File: config.mk
export PLATFORM = sky130hd
export DESIGN_NAME = skl_ring_walk
export DESIGN_NICKNAME = d
export VERILOG_FILES = /design/src/rtl/core/spiral_kth_element_lookup_core_macros.svh /design/src/rtl/core/skl_pkg.sv /design/src/rtl/core/skl_ring_walk.sv
export SDC_FILE = /design/constraint.sdc
export NUM_CORES = 1
export LEC_CHECK = 0
export ABC_AREA = 1
export BUFFER_PORTS_ARGS = -buffer_cell sky130_fd_sc_hd__buf_2
export CAP_MARGIN = 20
export CORE_MARGIN = 2
export CORE_UTILIZATION = 29
export DETAILED_ROUTE_END_ITERATION = 10
export PLACE_DENSITY_LB_ADDON = 0.25
export SYNTH_ARGS = -nofsm -noshare
export SYNTH_HDL_FRONTEND = slang
export SYNTH_SLANG_ARGS = --single-unit
File: constraint.sdc
create_clock -name clock -period 17.3 [get_ports clock]
set_input_delay 2.595 -clock clock [delete_from_list [all_inputs] [get_ports clock]]
set_output_delay 2.595 -clock clock [all_outputs]
set_load 0.005 [all_outputs]
File: src/rtl/core/spiral_kth_element_lookup_core_macros.svh
// assertion macros for the spiral k-th element lookup core
// no dependencies; taken in by the rtl files that carry assertions
`ifndef SPIRAL_KTH_ELEMENT_LOOKUP_CORE_MACROS_SVH
`define SPIRAL_KTH_ELEMENT_LOOKUP_CORE_MACROS_SVH
`ifndef SYNTHESIS
`define SKL_ASSERT_IMP(lbl, clk, rst, ante, cons) \
   lbl: assert property (@(posedge clk) disable iff (rst) (ante) |-> (cons)) \
      else $error("assertion failed in spiral lookup core");
`define SKL_ASSERT_NEXT(lbl, clk, rst, ante, cons) \
   lbl: assert property (@(posedge clk) disable iff (rst) (ante) |=> (cons)) \
      else $error("assertion failed in spiral lookup core");
`else
`define SKL_ASSERT_IMP(lbl, clk, rst, ante, cons)
`define SKL_ASSERT_NEXT(lbl, clk, rst, ante, cons)
`endif
`endif

File: src/rtl/core/skl_pkg.sv
// shared types and constants of the spiral k-th element lookup core
// no dependencies; used by the ring walk unit and the top level
`default_nettype none

package skl_pkg;

   localparam int COUNT_W    = 6;   // row and column count registers
   localparam int ROWCOL_W   = 5;   // row and column fields of a request
   localparam int ELEM_W     = 32;  // element value field
   localparam int POS_W      = 11;  // spiral position field
   localparam int WALK_W     = 14;  // signed working width of the ring walk
   localparam int CSR_ADDR_W = 3;
   localparam int CSR_DATA_W = 32;
   localparam int CSR_INDEX_BIT = 2;

   localparam int REQ_TDATA_W = 56;
   localparam int REQ_ROW_LSB = 0;
   localparam int REQ_COL_LSB = 5;
   localparam int REQ_VAL_LSB = 10;
   localparam int REQ_POS_LSB = 42;

   localparam int RSP_TDATA_W = 48;

   localparam logic CMD_STORE = 1'b0;
   localparam logic CMD_QUERY = 1'b1;

   localparam logic REG_ROW_COUNT    = 1'b0;
   localparam logic REG_COLUMN_COUNT = 1'b1;

   localparam logic [COUNT_W-1:0] COUNT_RESET = 6'd4;

   typedef enum logic [1:0] {
      ST_IDLE,
      ST_WALK,
      ST_READ,
      ST_PUSH
   } ctrl_state_type;

   typedef struct packed {
      logic               done;
      logic               error;
      logic [COUNT_W-1:0] row;
      logic [COUNT_W-1:0] col;
   } walk_result_type;

endpackage

`default_nettype wire

File: src/rtl/core/skl_ring_walk.sv
// ring walk unit: finds the row and column of a spiral position, one ring a cycle
// depends on skl_pkg
`default_nettype none

module skl_ring_walk #(
   parameter int MAX_ROWS = 32,
   parameter int MAX_COLS = 32
) (
   input  wire logic                          clock,
   input  wire logic                          reset,
   input  wire logic                          start,
   input  wire logic [skl_pkg::POS_W-1:0]     position,
   input  wire logic [skl_pkg::COUNT_W-1:0]   rows,
   input  wire logic [skl_pkg::COUNT_W-1:0]   cols,
   output skl_pkg::walk_result_type           result
);

   localparam int W       = skl_pkg::WALK_W;
   localparam int CW      = skl_pkg::COUNT_W;
   localparam int LVL_MAX = MAX_ROWS + MAX_COLS;
   localparam int LVL_W   = $clog2(LVL_MAX + 1);
   localparam logic signed [W-1:0] ONE = W'(1);
   localparam logic signed [W-1:0] TWO = W'(2);

   logic                      busy_ff, busy_in;
   logic signed [W-1:0]       k_ff, k_in;
   logic [LVL_W-1:0]          lvl_ff, lvl_in;
   skl_pkg::walk_result_type  result_ff, result_in;

   logic [2*CW-1:0]     area;
   logic                bad_start;
   logic signed [W-1:0] lvl_s, lvl2, rows_s, cols_s;
   logic signed [W-1:0] len0, len1, len2, len3;
   logic signed [W-1:0] k1, k2, k3, k4;
   logic                hit0, hit1, hit2, hit3;
   logic signed [W-1:0] fr, fc;
   logic                out_of_matrix;

   always_comb begin
      area      = (2*CW)'(rows) * (2*CW)'(cols);
      bad_start = (position == '0) || ((2*CW)'(position) > area);

      lvl_s  = $signed(W'(lvl_ff));
      lvl2   = lvl_s + lvl_s;
      rows_s = $signed(W'(rows));
      cols_s = $signed(W'(cols));

      // top, right, bottom and left runs of the current ring
      len0 = cols_s - lvl2;
      hit0 = len0 >= k_ff;
      k1   = k_ff - len0;
      len1 = rows_s - ONE - lvl2;
      hit1 = len1 >= k1;
      k2   = k1 - len1;
      len2 = cols_s - ONE - lvl2;
      hit2 = len2 >= k2;
      k3   = k2 - len2;
      len3 = rows_s - TWO - lvl2;
      hit3 = len3 >= k3;
      k4   = k3 - len3;

      priority if (hit0) begin
         fr = lvl_s;
         fc = k_ff - ONE + lvl_s;
      end else if (hit1) begin
         fr = k1 + lvl_s;
         fc = cols_s - ONE - lvl_s;
      end else if (hit2) begin
         fr = rows_s - ONE - lvl_s;
         fc = cols_s - ONE - k2 - lvl_s;
      end else begin
         fr = rows_s - ONE - lvl_s - k3;
         fc = lvl_s;
      end
      out_of_matrix = (fr < 0) || (fc < 0) || (fr >= rows_s) || (fc >= cols_s);

      busy_in   = busy_ff;
      k_in      = k_ff;
      lvl_in    = lvl_ff;
      result_in = '0;

      if (start) begin
         if (bad_start) begin
            result_in.done  = 1'b1;
            result_in.error = 1'b1;
            busy_in         = 1'b0;
         end else begin
            busy_in = 1'b1;
            k_in    = $signed(W'(position));
            lvl_in  = '0;
         end
      end else if (busy_ff) begin
         if (hit0 || hit1 || hit2 || hit3) begin
            busy_in         = 1'b0;
            result_in.done  = 1'b1;
            result_in.error = out_of_matrix;
            result_in.row   = out_of_matrix ? '0 : fr[CW-1:0];
            result_in.col   = out_of_matrix ? '0 : fc[CW-1:0];
         end else if (lvl_ff == LVL_W'(LVL_MAX)) begin
            busy_in         = 1'b0;
            result_in.done  = 1'b1;
            result_in.error = 1'b1;
         end else begin
            k_in   = k4;
            lvl_in = lvl_ff + LVL_W'(1);
         end
      end
   end

   always_ff @(posedge clock) begin
      if (reset) begin
         busy_ff   <= 1'b0;
         result_ff <= '0;
      end else begin
         busy_ff   <= busy_in;
         result_ff <= result_in;
      end
      k_ff   <= k_in;
      lvl_ff <= lvl_in;
   end

   assign result = result_ff;

endmodule

`default_nettype wire

==> run metrics <==
Final period util=0.645; Post-Syn Nets=1967; final hold slack=671 ps; Crit path max-delay family=simple AND/OR/NAND/NOR gates; Area growth, synth to finish=7.97%; TritonCTS clock tree=built; prevailing post-synth register cell=edfxtp_1; H-tree depth=2; first-pass GRT wire length=57700 um; Seq/Total Area, Yosys=0.0838; fmax=0.0897 GHz; Die X=200 um; post-route DRC violation count=0; placer congestion estimate=0.936; async set or reset register ratio after synthesis=0; share of the synthesized area in the top cell type=0.232; die area=0.0399 mm^2; Register Area=931 um^2; core box area=0.0377 mm^2; multi-input combinational cell area=0.00890 mm^2; fin cells=2240; drt wl/cell=16.5 um; Crit path top cell by count=nand2_1; Initial Utilization=0.295; WP data arrival=11340 ps; synth top area cells=ha_1, nand2_1, inv_1, xor2_1, a21oi_1; filler instances=4190; post-synthesis instance area=0.0111 mm^2; CTS root buf=clkbuf_16; critical path buffer and inverter count=7; Max transition margin=0.341; worst reg2reg endpoint=result[12]$_SDFF_PP0_; DR iter-0 viols=684; # Max-Cap Violations=0; post-cts resize count=0; r2r worst-path depth=48; setup repair after global routing missed its margin=no; worst-case clock buffer depth=2; Worst path slowest cell=nand2_1; Rows=71; # IOs=40; startpoint types=primary input; Final Slew Violations=0; vias in the first global route=10726; synthesized flop and latch total=36; port bufs=39; Clock Latency Late Sink=290 ps; initial antenna violation count=1; Setup Fix Bufs, Post-CTS=0; Gate Count Post-Synth=1702; Antenna diodes=0; worst slack, placed=5930 ps; gr ovfl total=0; r2r setup slk=7520 ps; status=finished, final reports clean; largest net degree at the start of global routing=30; die height=200 um; Post-layout nets=1993; Worst Clk Skew=4.67 ps; clk slew on worst S/H paths=60 ps; post-route setup TNS=0 ps; critical path depth=48; final wirelength=36900 um; critical path startpoint=cols[1]; kind of critical path=in2reg; Worst Setup End Kind=flop; Synth area leader=ha_1; final hold violations=0; setup slack after layout=6150 ps; number of iterations in the first detailed-routing pass=5; vias per cell=4.86; Worst R2R Start=lvl_ff[1]$_SDFFCE_PP0P_; max incr delay on CP=740 ps; crit path capture=result[12]$_SDFF_PP0_; setup violators final=0; syn avg cell area=6.53 um^2; clock sink count=36; Distinct cells, synth=55; Post-synth EDFFs=21; fraction of layout cells with a size suffix above 1=0.0619; Tmin final=11150 ps; vias post-DR=10886; number of buffers created by CTS=5; dpl hpwl=31600 um; Final ANT Viol Nets=0; Ys Warns=0; hold_buf cts=0; dpl cells=2231; CP Data Required Time=17490 ps; Tightest Pin Transition=986 ps; Hold Crit Class=reg2reg; Critical Path Fanout Max=29; Total GRT Usage=0.188
[worst reg2reg max path: cells and delay by family, from the launching register on]
family	cells	cell delay, ps
AO/OA/AOI/OAI	12	2800
AND/OR/NAND/NOR	24	3110
buffers and inverters	6	990
adder cells (fa/ha/maj)	5	1860
XOR/XNOR	1	300
flip-flops	1	630
[Yosys cell counts (2+ instances only)]
master,n
nand2_1,390
inv_1,301
ha_1,206
a21oi_1,133
nor2_1,119
o21ai_0,83
xor2_1,79
nand3_1,76
xnor2_1,38
fa_1,33
edfxtp_1,21
nor3_1,17
clkbuf_1,16
nand4_1,16
dfxtp_1,15
o21bai_1,14
o211ai_1,12
nor2_2,11
or2_2,11
a31oi_1,10
nand2_2,8
nand3b_1,8
o31ai_1,8
a21o_1,7
a21oi_2,6
inv_2,6
buf_2,5
nor4_1,5
nand2_4,4
nand3_2,4
o21a_1,4
a211oi_1,3
buf_6,3
nor2_4,3
o311ai_0,3
a32oi_1,2
and2_1,2
o2111ai_1,2
o21ai_1,2
[cell type report]
cell class | instances | share of cell area
Multi-Input combinational cell | 1333 | 0.742
Inverter | 308 | 0.0963
Sequential cell | 36 | 0.0776
Tap cell | 511 | 0.0533
Timing Repair Buffer | 44 | 0.0194
Clock buffer | 6 | 0.0107
Clock inverter | 2 | 0.000938
[metal layers]
layer,vias to the layer above,part of all wire,track usage
met4,2,0.031,0.0562
li1,5591,-,-
met5,-,0.00024,0
met1,4979,0.46,0.253
met2,259,0.45,0.315
met3,55,0.057,0.0237
[flip-flops by register name, indices dropped and copies added (netlist names)]
register and count:
k_ff 14, lvl_ff 7, result 14, busy_ff 1
[cell families after synthesis]
family	share of synthesized area
compound gates	0.152
buf+inv	0.115
mux	0.000901
fa+ha+maj	0.291
xor+xnor	0.0922
simple gates	0.264
flops	0.0838
[stage by stage]
step            util  instance area, um^2
2_1_floorplan      -                11100
3_3_place_gp   0.315                11900
3_5_place_dp   0.315                11900
4_1_cts        0.318                12000
5_1_grt        0.319                12000
6_report       0.319                12000
[layout by cell type (no fill, tap or decap), types with 10 or more instances in the layout]
| cell | count |
|---|---|
| ha_1 | 206 |
| inv_1 | 301 |
| dfxtp_1 | 15 |
| o21bai_1 | 14 |
| nand2_1 | 390 |
| xor2_1 | 79 |
| nor2_2 | 11 |
| o211ai_1 | 12 |
| edfxtp_1 | 21 |
| a21oi_1 | 133 |
| o21ai_0 | 83 |
| nand3_1 | 76 |
| nor3_1 | 17 |
| xnor2_1 | 38 |
| fa_1 | 33 |
| a31oi_1 | 10 |
| nor2_1 | 119 |
| buf_2 | 39 |
| or2_2 | 11 |
| nand4_1 | 16 |
[how the worst min path moves through the flow]
stage | start | to | cells after the start
3_3_place_gp | busy_ff$_SDFF_PP0_ | busy_ff$_SDFF_PP0_ | 4
6_report | busy_ff$_SDFF_PP0_ | busy_ff$_SDFF_PP0_ | 4
5_1_grt | busy_ff$_SDFF_PP0_ | busy_ff$_SDFF_PP0_ | 4
2_1_floorplan | busy_ff$_SDFF_PP0_ | result[11]$_SDFF_PP0_ | 4
4_1_cts | busy_ff$_SDFF_PP0_ | busy_ff$_SDFF_PP0_ | 4
3_5_place_dp | busy_ff$_SDFF_PP0_ | busy_ff$_SDFF_PP0_ | 4
Power is left out: the tool's default activity adds up to more than one toggle a clock period on the data nets, which glitch-free logic cannot reach.
